`src/rtl/core/srt_pkg.sv`:
```
`timescale 1ns / 1ps
// ----------------------------------------------------------------------------
// Sorted region table package
// Shared item types, field widths, operation and status codes.
// ----------------------------------------------------------------------------
package srt_pkg;

  localparam int unsigned DEPTH_DEFAULT = 64;
  localparam int unsigned CAP_W         = 7;
  localparam int unsigned POS_W         = 6;
  localparam int unsigned COUNT_W       = 7;

  localparam logic [CAP_W-1:0] CAPACITY_RESET = 7'd64;

  localparam logic OP_INSERT = 1'b0;
  localparam logic OP_REMOVE = 1'b1;

  localparam logic ST_DONE = 1'b0;
  localparam logic ST_FULL = 1'b1;

  typedef struct packed {
    logic        action;
    logic [63:0] image_base;
    logic [31:0] image_size;
    logic [63:0] unwind_address;
    logic [31:0] unwind_size;
  } srt_req_t;

  typedef struct packed {
    logic               status;
    logic               matched;
    logic [POS_W-1:0]   position;
    logic [COUNT_W-1:0] entry_count;
    logic               overflow_seen;
  } srt_res_t;

  typedef struct packed {
    logic [63:0] base;
    logic [31:0] isize;
    logic [63:0] unwind;
    logic [31:0] usize;
  } srt_entry_t;

endpackage

```
`src/rtl/core/srt_ctrl.sv`:
```
`timescale 1ns / 1ps
// ----------------------------------------------------------------------------
// Sorted region table sequencer
// Walks the table one entry per cycle through a single compare unit, then
// shifts entries up or down through the memory ports and writes any new entry.
// ----------------------------------------------------------------------------
module srt_ctrl import srt_pkg::*; #(
  parameter int unsigned DEPTH = DEPTH_DEFAULT
) (
  input  logic                     clk_i,
  input  logic                     rst_ni,
  input  logic                     start_i,
  input  srt_req_t                 req_i,
  input  logic [CAP_W-1:0]         cap_i,
  output logic                     busy_o,
  output logic                     done_o,
  output srt_res_t                 res_o,
  output logic                     mem_we_o,
  output logic [$clog2(DEPTH)-1:0] mem_waddr_o,
  output srt_entry_t               mem_wdata_o,
  output logic [$clog2(DEPTH)-1:0] mem_raddr_o,
  input  srt_entry_t               mem_rdata_i
);

  localparam int unsigned AW    = $clog2(DEPTH);
  localparam int unsigned CW    = $clog2(DEPTH + 1);
  localparam int unsigned CMP_W = (CW > CAP_W) ? CW : CAP_W;

  typedef enum logic [2:0] {
    S_IDLE,
    S_SEARCH,
    S_SHIFT_UP,
    S_SHIFT_DN,
    S_WRITE
  } state_e;

  state_e          state_q, state_d;
  srt_req_t        item_q, item_d;
  logic [CW-1:0]   cnt_q, cnt_d;
  logic            ovf_q, ovf_d;
  logic [AW-1:0]   ptr_q, ptr_d;
  logic [AW-1:0]   pos_q, pos_d;
  logic            done_q, done_d;
  srt_res_t        res_q, res_d;

  logic [CMP_W-1:0] limit;
  logic             full;
  logic             hit;
  logic             last_cmp;
  srt_entry_t       rec_item;

  always_comb begin
    limit = (CMP_W'(cap_i) < CMP_W'(DEPTH)) ? CMP_W'(cap_i) : CMP_W'(DEPTH);
    full  = CMP_W'(cnt_q) >= limit;
  end

  // shared compare unit: key order on insert, address match on remove
  always_comb begin
    if (item_q.action == OP_INSERT) begin
      hit = item_q.image_base < mem_rdata_i.base;
    end else begin
      hit = mem_rdata_i.unwind == item_q.unwind_address;
    end
    last_cmp = (CW'(ptr_q) + CW'(1)) == cnt_q;
    rec_item = '{base:   item_q.image_base,
                 isize:  item_q.image_size,
                 unwind: item_q.unwind_address,
                 usize:  item_q.unwind_size};
  end

  always_comb begin
    state_d     = state_q;
    item_d      = item_q;
    cnt_d       = cnt_q;
    ovf_d       = ovf_q;
    ptr_d       = ptr_q;
    pos_d       = pos_q;
    done_d      = 1'b0;
    res_d       = res_q;
    mem_we_o    = 1'b0;
    mem_waddr_o = ptr_q;
    mem_wdata_o = mem_rdata_i;
    mem_raddr_o = '0;

    case (state_q)
      S_IDLE: begin
        if (start_i) begin
          item_d = req_i;
          if (req_i.action == OP_INSERT) begin
            if (full) begin
              ovf_d  = 1'b1;
              done_d = 1'b1;
              res_d  = '{status: ST_FULL, matched: 1'b0, position: '0,
                         entry_count: COUNT_W'(cnt_q), overflow_seen: 1'b1};
            end else if (cnt_q == '0) begin
              pos_d   = '0;
              state_d = S_WRITE;
            end else if (cnt_q == CW'(1)) begin
              pos_d   = AW'(1);
              state_d = S_WRITE;
            end else begin
              ptr_d       = AW'(1);
              mem_raddr_o = AW'(1);
              state_d     = S_SEARCH;
            end
          end else begin
            if (cnt_q == '0) begin
              done_d = 1'b1;
              res_d  = '{status: ST_DONE, matched: 1'b0, position: '0,
                         entry_count: COUNT_W'(cnt_q), overflow_seen: ovf_q};
            end else begin
              ptr_d       = '0;
              mem_raddr_o = '0;
              state_d     = S_SEARCH;
            end
          end
        end
      end

      S_SEARCH: begin
        if (hit) begin
          pos_d = ptr_q;
          if (item_q.action == OP_INSERT) begin
            ptr_d       = AW'(cnt_q - CW'(1));
            mem_raddr_o = AW'(cnt_q - CW'(1));
            state_d     = S_SHIFT_UP;
          end else if (last_cmp) begin
            cnt_d   = cnt_q - CW'(1);
            done_d  = 1'b1;
            res_d   = '{status: ST_DONE, matched: 1'b1, position: POS_W'(ptr_q),
                        entry_count: COUNT_W'(cnt_q - CW'(1)), overflow_seen: ovf_q};
            state_d = S_IDLE;
          end else begin
            ptr_d       = ptr_q + AW'(1);
            mem_raddr_o = ptr_q + AW'(1);
            state_d     = S_SHIFT_DN;
          end
        end else if (last_cmp) begin
          if (item_q.action == OP_INSERT) begin
            pos_d   = AW'(cnt_q);
            state_d = S_WRITE;
          end else begin
            done_d  = 1'b1;
            res_d   = '{status: ST_DONE, matched: 1'b0, position: '0,
                        entry_count: COUNT_W'(cnt_q), overflow_seen: ovf_q};
            state_d = S_IDLE;
          end
        end else begin
          ptr_d       = ptr_q + AW'(1);
          mem_raddr_o = ptr_q + AW'(1);
        end
      end

      S_SHIFT_UP: begin
        mem_we_o    = 1'b1;
        mem_waddr_o = ptr_q + AW'(1);
        if (ptr_q == pos_q) begin
          state_d = S_WRITE;
        end else begin
          ptr_d       = ptr_q - AW'(1);
          mem_raddr_o = ptr_q - AW'(1);
        end
      end

      S_SHIFT_DN: begin
        mem_we_o    = 1'b1;
        mem_waddr_o = ptr_q - AW'(1);
        if (last_cmp) begin
          cnt_d   = cnt_q - CW'(1);
          done_d  = 1'b1;
          res_d   = '{status: ST_DONE, matched: 1'b1, position: POS_W'(pos_q),
                      entry_count: COUNT_W'(cnt_q - CW'(1)), overflow_seen: ovf_q};
          state_d = S_IDLE;
        end else begin
          ptr_d       = ptr_q + AW'(1);
          mem_raddr_o = ptr_q + AW'(1);
        end
      end

      S_WRITE: begin
        mem_we_o    = 1'b1;
        mem_waddr_o = pos_q;
        mem_wdata_o = rec_item;
        cnt_d       = cnt_q + CW'(1);
        done_d      = 1'b1;
        res_d       = '{status: ST_DONE, matched: 1'b1, position: POS_W'(pos_q),
                        entry_count: COUNT_W'(cnt_q + CW'(1)), overflow_seen: ovf_q};
        state_d     = S_IDLE;
      end

      default: begin
        state_d = S_IDLE;
      end
    endcase
  end

  always_ff @(posedge clk_i or negedge rst_ni) begin
    if (!rst_ni) begin
      state_q <= S_IDLE;
      cnt_q   <= '0;
      ovf_q   <= 1'b0;
      done_q  <= 1'b0;
    end else begin
      state_q <= state_d;
      cnt_q   <= cnt_d;
      ovf_q   <= ovf_d;
      done_q  <= done_d;
    end
  end

  always_ff @(posedge clk_i) begin
    item_q <= item_d;
    ptr_q  <= ptr_d;
    pos_q  <= pos_d;
    res_q  <= res_d;
  end

  assign busy_o = state_q != S_IDLE;
  assign done_o = done_q;
  assign res_o  = res_q;

endmodule

```
`config.mk`:
```
export PLATFORM = sky130hd
export DESIGN_NAME = srt_ctrl
export DESIGN_NICKNAME = d
export VERILOG_FILES = /design/src/rtl/core/srt_pkg.sv /design/src/rtl/core/srt_ctrl.sv
export SDC_FILE = /design/constraint.sdc
export NUM_CORES = 1
export LEC_CHECK = 0
export BUFFER_PORTS_ARGS = -buffer_cell sky130_fd_sc_hd__buf_2
export CORE_AREA = 2 2 239 241
export CTS_BUF_LIST = sky130_fd_sc_hd__clkbuf_8
export DETAILED_ROUTE_END_ITERATION = 8
export DIE_AREA = 0 0 241 243
export GPL_ROUTABILITY_DRIVEN = 0
export SETUP_SLACK_MARGIN = 0.4
export SKIP_CTS_REPAIR_TIMING = 1
export SLEW_MARGIN = 20
export SYNTH_ARGS = -nofsm -noshare
export SYNTH_HDL_FRONTEND = slang
export SYNTH_SLANG_ARGS = --single-unit
```
`constraint.sdc`:
```
create_clock -name clk_i -period 5.35 [get_ports clk_i]
set_input_delay 1.07 -clock clk_i [delete_from_list [all_inputs] [get_ports clk_i]]
set_output_delay 1.07 -clock clk_i [all_outputs]
set_load 0.03 [all_outputs]
```
==> results.sh, run 1 <==
export IMPL_tns_ns=0
export IMPL_crit_fanout=7
export IMPL_p_int_mw=3.13
export IMPL_grt_pass1_vias=13000
export IMPL_drt_pre_antenna_iters=5
export IMPL_arrival_ns=3.74
export IMPL_cts_root_buffer="clkbuf_8"
export IMPL_die_area_sq_um=58600
export IMPL_finalHoldViolations=0
export IMPL_ios=618
export IMPL_cp_start_kind="primary input"
export IMPL_rows=87
export IMPL_syn_num_nets=1903
export IMPL_cts_buffers=46
export IMPL_syn_cell_area_sq_um=13500
export IMPL_r2r_end="cnt_q[6]"
export IMPL_die_h_microns=243
export IMPL_cts_tree="yes"
export IMPL_rsz0062_at_grt="yes"
export IMPL_crit_path_end_kind="output port"
export IMPL_finalMaxSlewViolations=0
export IMPL_setup_viol=0
export IMPL_netSwitchingPower_mw=1.22
export IMPL_fmax_mhz=208
export IMPL_grtUsageTotal=0.170
export IMPL_synth_ff_type="edfxtp_1"
export IMPL_antenna_found_initial=9
export IMPL_rr_worst_depth=9
export IMPL_grt_pass1_wl_microns=76200
export IMPL_detailed_place_hpwl_microns=40400
export IMPL_cpMaxStageDelayCell="nor4_4"
export IMPL_wl_microns=52000
export IMPL_worst_pin_slew_ns=0.970
export IMPL_fin_nets=2527
export IMPL_status="finished, final reports clean"
export IMPL_drc_errors=0
export IMPL_yosysSeqAreaShare=0.512
export IMPL_routed_via_density=4.58
export IMPL_htreeDepth=2
export IMPL_cts_sinks=233
export IMPL_clockPowerShare=0.411
export IMPL_vdd_drop_max_v=0.000157
export IMPL_final_common_cell="buf_2"
export IMPL_die_w_microns=241
export IMPL_r2r_slack_ns=1.81
export IMPL_p_leak_nw=8.64
export IMPL_dr_total_vias=13100
export IMPL_grt_overflow_total=0
export IMPL_synthCells=1432
export IMPL_maxCapViolations=0
export IMPL_drive_above_1_share=0.347
export IMPL_final_util=0.331
export IMPL_r2r_start="item_q[39]"
export IMPL_area_growth_pct=36.9
export IMPL_powerDensity_nw_per_um2=235
export IMPL_hp_class="primary input to asynchronous set/reset pin"
export IMPL_drt_initial_drc_count=1102
export IMPL_swShare=0.280
export IMPL_n_fill_cell=5929
export IMPL_clk_latency_ns=0.61
export IMPL_synth_edf_count=221
export IMPL_synth_async_reset_ratio=0.0515
export IMPL_synth_warnings=0
export IMPL_fin_ws_ns=0.542
export IMPL_core_sq_um=56000
export IMPL_max_stage_delay_ns=0.36
export IMPL_fin_crit_sh=0.899
export IMPL_yosysUniqueCellTypes=61
export IMPL_slew_limit_headroom=0.351
export IMPL_start_util=0.242
export IMPL_layout_min_cycle_time_ns=4.81
export IMPL_cts_path_max_buffers=3
export IMPL_wl_per_cell_microns=18.2
export IMPL_avgSynthCellArea_sq_um=9.46
export IMPL_path_class="primary input to output port"
export IMPL_portBuffers=617
export IMPL_ant_nets=0
export IMPL_sequentialPowerShare=0.458
export IMPL_grt_max_degree=109
export IMPL_path_cells="buf_2 > inv_1 > ha_1 > nand4_1 > nor4_4 > nand3_2 > nand4b_1 > o221a_4 > nand2_2 > mux2_2 > o221ai_1 > clkbuf_4"
export IMPL_combPwrFrac=0.131
export IMPL_final_cell_mix="buf_2 (615), nand2_1 (501), edfxtp_1 (221)"
export IMPL_cp_required_ns=4.28
export IMPL_synth_seq_cells=233
export IMPL_clk_transition_reported_paths_ns=0.07
export IMPL_place_ws_ns=0.354
export IMPL_clock_skew_ns=0.0264
critical path: cells and delay by family:
| kind | cells | cell delay [ns] |
|---|---|---|
| AND/OR/NAND/NOR | 5 | 1.16 |
| buffers and inverters | 3 | 0.37 |
| adder cells (fa/ha/maj) | 1 | 0.29 |
| multiplexers | 1 | 0.35 |
| AO/OA/AOI/OAI | 2 | 0.50 |
metrics by stage:
step | cell area, sq um | hold slack (ns) | std cells | power [mW]
after detailed placement | 17600 | 0.467 | 2761 | 2.60
final | 18500 | 0.348 | 2854 | 4.35
after global placement | 17600 | 0.454 | 2761 | 2.59
after floorplan | 13500 | 0.429 | 1432 | 2.32
after global routing | 18500 | 0.299 | 2852 | 4.55
after CTS | 18500 | 0.284 | 2845 | 4.43
power by group through the flow:
stage               combinational, mW  clock [mW]  sequential, mW
CTS                             0.573        1.87            1.99
global placement                0.562           0            2.03
finish                          0.572        1.79            1.99
global route                    0.617        1.94            1.99
floorplan                       0.289           0            2.03
detailed placement              0.570           0            2.03
routing by layer:
metal,vias to the layer above,routed length (microns),track usage
met5,-,13,0
met4,2,1260,0.0574
met3,102,3970,0.0375
met2,635,25600,0.289
met1,6132,21100,0.213
li1,6212,-,-
sequential cells by signal (all words and copies together) (netlist names):
name,flops
state_q,3
pos_q,6
cnt_q,7
ptr_q,6
ovf_q,1
item_q,193
done_o,1
res_o,16
layout make-up:
cell class,instances,area (sq um),share of cell area
Timing Repair Buffer,647,3390,0.183
Clock inverter,34,194,0.0105
Inverter,79,300,0.0162
Tap cell,756,946,0.0510
Sequential cell,233,6940,0.374
Multi-Input combinational cell,1049,6070,0.327
Clock buffer,50,688,0.0371
Antenna cell,6,15.0,0.000810
cells in the mapped netlist, types with 2 or more instances:
library cell	count	area (sq um)
a22o_1	11	96.3
or3_1	3	18.8
dfrtp_1	12	300
o21ai_0	83	415
nand4_1	15	93.8
and3_1	5	31.3
a21o_1	15	113
o22ai_1	9	56.3
and2_1	4	25.0
ha_1	76	951
mux2_2	3	33.8
nand3_1	9	45.0
xor2_1	80	701
buf_2	6	30.0
edfxtp_1	221	6640
nand4b_1	2	17.5
a21boi_0	2	15.0
o221ai_1	8	70.1
buf_1	3	11.3
a221oi_1	6	52.6
a31oi_1	10	62.6
nor2b_1	6	37.5
o211a_1	3	30.0
o31ai_1	3	22.5
o21a_1	3	22.5
mux2i_1	7	70.1
nor3_1	16	80.1
o211ai_1	4	30.0
a21oi_1	38	190
nor2_1	39	146
a211o_1	2	17.5
a221o_1	3	30.0
nand2_1	503	1890
inv_1	78	293
clkbuf_1	60	225
nor4_1	21	131
nor3b_1	3	22.5
a32o_1	2	20.0
nand2b_1	8	50.1
a311oi_1	2	17.5
a211oi_1	5	37.5
xnor2_1	24	210
cells by family after synthesis:
logic type	after synthesis	synth area share
simple gates	637	0.193
flops	233	0.512
compound gates	221	0.105
buf+inv	150	0.0430
xor+xnor	105	0.0689
fa+ha+maj	76	0.0702
mux	10	0.00767
how the worst max path moves through the flow:
| stage | endpoint | depth (start not counted) | slack, ns | startpoint |
|---|---|---|---|---|
| after floorplan | mem_raddr_o[1] | 11 | 0.64 | mem_rdata_i[187] |
| after global placement | mem_raddr_o[1] | 12 | 0.39 | mem_rdata_i[187] |
| after detailed placement | mem_raddr_o[1] | 12 | 0.35 | mem_rdata_i[187] |
| after CTS | mem_raddr_o[5] | 13 | 0.33 | mem_rdata_i[133] |
| after global routing | mem_raddr_o[1] | 14 | 0.37 | mem_rdata_i[181] |
| final | mem_raddr_o[1] | 12 | 0.54 | mem_rdata_i[182] |
(Power assumes the default switching activity.)
==> run 2: changes to the inputs <==
- ABC_AREA: unset -> 1
- CORE_AREA: 2 2 239 241 -> 2 2 240 242
- DIE_AREA: 0 0 241 243 -> 0 0 242 244
==> run 2 against run 1 <==
Net effect:
- critical path depth is 1 lower
- sequential power up 50%
- die area increased by 0.83%
- highest routed layer is now met4
- cell area hardly changed
- combinational power rose to 7.7 times the previous value
- flip-flop and latch count is the same
- clock-buffer cell count down 2
- area after synthesis grew 0.44%
- critical endpoint is now mem_raddr_o[0]
- largest cell class unchanged
- global-route usage decreased by 0.23 points
- setup slack better by 0.15 ns
- cell count is 4.9% higher
- first-iteration DRC count is 19% lower
==> results.sh, run 2 <==
export IMPL_rsz0062_at_grt="no"
export IMPL_layout_min_cycle_time_ns=4.66
export IMPL_finalHoldViolations=0
export IMPL_wl_microns=52000
export IMPL_synth_seq_cells=233
export IMPL_core_sq_um=56200
export IMPL_grt_pass1_vias=12500
export IMPL_grt_max_degree=171
export IMPL_p_leak_nw=8.82
export IMPL_htreeDepth=2
export IMPL_worst_pin_slew_ns=0.970
export IMPL_cpMaxStageDelayCell="edfxtp_1"
export IMPL_finalMaxSlewViolations=0
export IMPL_synthCells=1572
export IMPL_max_stage_delay_ns=0.58
export IMPL_powerDensity_nw_per_um2=505
export IMPL_drt_initial_drc_count=896
export IMPL_final_area_sq_um=18500
export IMPL_largest_reg_flops=193
export IMPL_hp_class="primary input to asynchronous set/reset pin"
export IMPL_final_common_cell="buf_2"
export IMPL_crit_fanout=21
export IMPL_setup_viol=0
export IMPL_final_cell_mix="buf_2 (617), nand2_1 (609), edfxtp_1 (221)"
export IMPL_synth_edf_count=221
export IMPL_syn_num_nets=2043
export IMPL_yosysUniqueCellTypes=43
export IMPL_cts_sinks=233
export IMPL_crit_path_end_kind="output port"
export IMPL_synth_top_cell_area_share=0.488
export IMPL_cp_start_kind="flip-flop"
export IMPL_rows=87
export IMPL_start_util=0.242
export IMPL_routed_via_density=4.37
export IMPL_yosysSeqAreaShare=0.510
export IMPL_final_util=0.330
export IMPL_path_class="flip-flop to output port"
export IMPL_drive_above_1_share=0.321
export IMPL_die_h_microns=244
export IMPL_synth_ff_type="edfxtp_1"
export IMPL_fmax_mhz=215
export IMPL_die_area_sq_um=59000
export IMPL_syn_cell_area_sq_um=13600
export IMPL_synth_warnings=0
export IMPL_path_cells="inv_1 > ha_1 > xor2_1 > a21oi_1 > nand3_1 > nor2_1 > nand3_4 > ha_1 > a22oi_1 > nand3_1 > buf_2"
export IMPL_drc_errors=0
export IMPL_wl_per_cell_microns=17.3
export IMPL_grt_pass1_wl_microns=75500
export IMPL_fin_nets=2658
export IMPL_antenna_found_initial=15
export IMPL_synth_largest_area_cell="edfxtp_1"
export IMPL_cts_path_max_buffers=3
export IMPL_maxCapViolations=0
export IMPL_area_growth_pct=36.2
export IMPL_grtUsageTotal=0.168
export IMPL_slew_limit_headroom=0.349
export IMPL_path_buf_inv=2
export IMPL_portBuffers=617
export IMPL_placedInstanceArea_sq_um=17500
export IMPL_die_w_microns=242
export IMPL_clk_transition_reported_paths_ns=0.07
export IMPL_synth_most_common_cell="nand2_1"
export IMPL_fin_crit_sh=0.870
export IMPL_arrival_ns=3.59
export IMPL_ant_nets=0
export IMPL_yosys_top_cells_area="edfxtp_1 (49%), nand2_1 (17%), ha_1 (7.0%)"
export IMPL_synth_commonest_cells="nand2_1 (609), edfxtp_1 (221), inv_1 (139), o21ai_0 (110), ha_1 (76)"
export IMPL_clock_skew_ns=0.0399
export IMPL_avgSynthCellArea_sq_um=8.65
export IMPL_cts_tree="yes"
export IMPL_n_fill_cell=6068
export IMPL_clk_latency_ns=0.62
export IMPL_status="finished, final reports clean"
export IMPL_tns_ns=0
export IMPL_cts_buffers=47
export IMPL_detailed_place_hpwl_microns=40100
export IMPL_cp_required_ns=4.28
export IMPL_top_register="item_q"
export IMPL_grt_overflow_total=0
export IMPL_ios=618
export IMPL_vdd_drop_max_v=0.000224
export IMPL_dr_total_vias=13100
export IMPL_drt_pre_antenna_iters=5
export IMPL_synth_async_reset_ratio=0.0515
export IMPL_critical_path_top_delay_family="simple AND/OR/NAND/NOR gates"
export IMPL_cts_root_buffer="clkbuf_8"
run 2: final cells by class:
cell class              count  area [sq um]  share of cell area
well taps                 756           946              0.0510
flip-flops and latches    233          6940               0.374
clock buffers              48           661              0.0356
repair buffers            625          3190               0.172
inverters                 142           536              0.0289
multi-input cells        1138          5910               0.319
diodes                     13          32.5             0.00176
clock inverters            40           322              0.0174
run 2: stage by stage:
stage / total power [mW] / std cells / setup slack [ns] / hold slack [ns]
after global routing: 9.96 / 2995 / 0.431 / 0.334
after global placement: 7.42 / 2894 / 0.613 / 0.444
after CTS: 9.46 / 2982 / 0.560 / 0.304
final: 9.36 / 2995 / 0.693 / 0.353
after detailed placement: 7.42 / 2894 / 0.589 / 0.447
after floorplan: 5.91 / 1572 / -0.258 / 0.421
run 2: cells by family (layout without fill, tap and decap cells):
logic type      Yosys count  in the layout  synth area share
compound gates          191            191            0.0759
xor+xnor                 78             78            0.0508
fa+ha+maj                76             76            0.0699
buf+inv                 201            855            0.0576
flops                   233            233             0.510
other cells               0             13                 0
simple gates            793            793             0.236
run 2: path summary, 6_finish.rpt:
check / end / slack [ns] / cells past startpoint / from
setup reg to reg: res_o[14] / 2.16 / 9 / ptr_q[0]
hold reg to reg: ovf_q / 0.45 / 2 / ovf_q
min in group clk_i: ovf_q / 0.45 / 2 / ovf_q
setup / recovery: mem_raddr_o[0] / 0.69 / 11 / ptr_q[0]
hold / removal: done_o / 0.35 / 1 / rst_ni
max in group asynchronous: cnt_q[4] / 4.72 / 1 / rst_ni
run 2: where the power goes:
group	total (mW)	internal, mW	switching [mW]
Sequential	2.99	2.65	0.338
Clock	1.97	1.09	0.883
Combinational	4.40	1.22	3.18
run 2: routing by layer:
layer  wire (microns)  global-route usage  vias to the layer above  part of all wire
li1                 -                   -                     6473                 -
met1            20800               0.203                     5992              0.40
met2            26000               0.291                      540              0.50
met3             3360              0.0329                       87             0.065
met4             1780              0.0752                        0             0.034
met5                0                   0                        -                 0
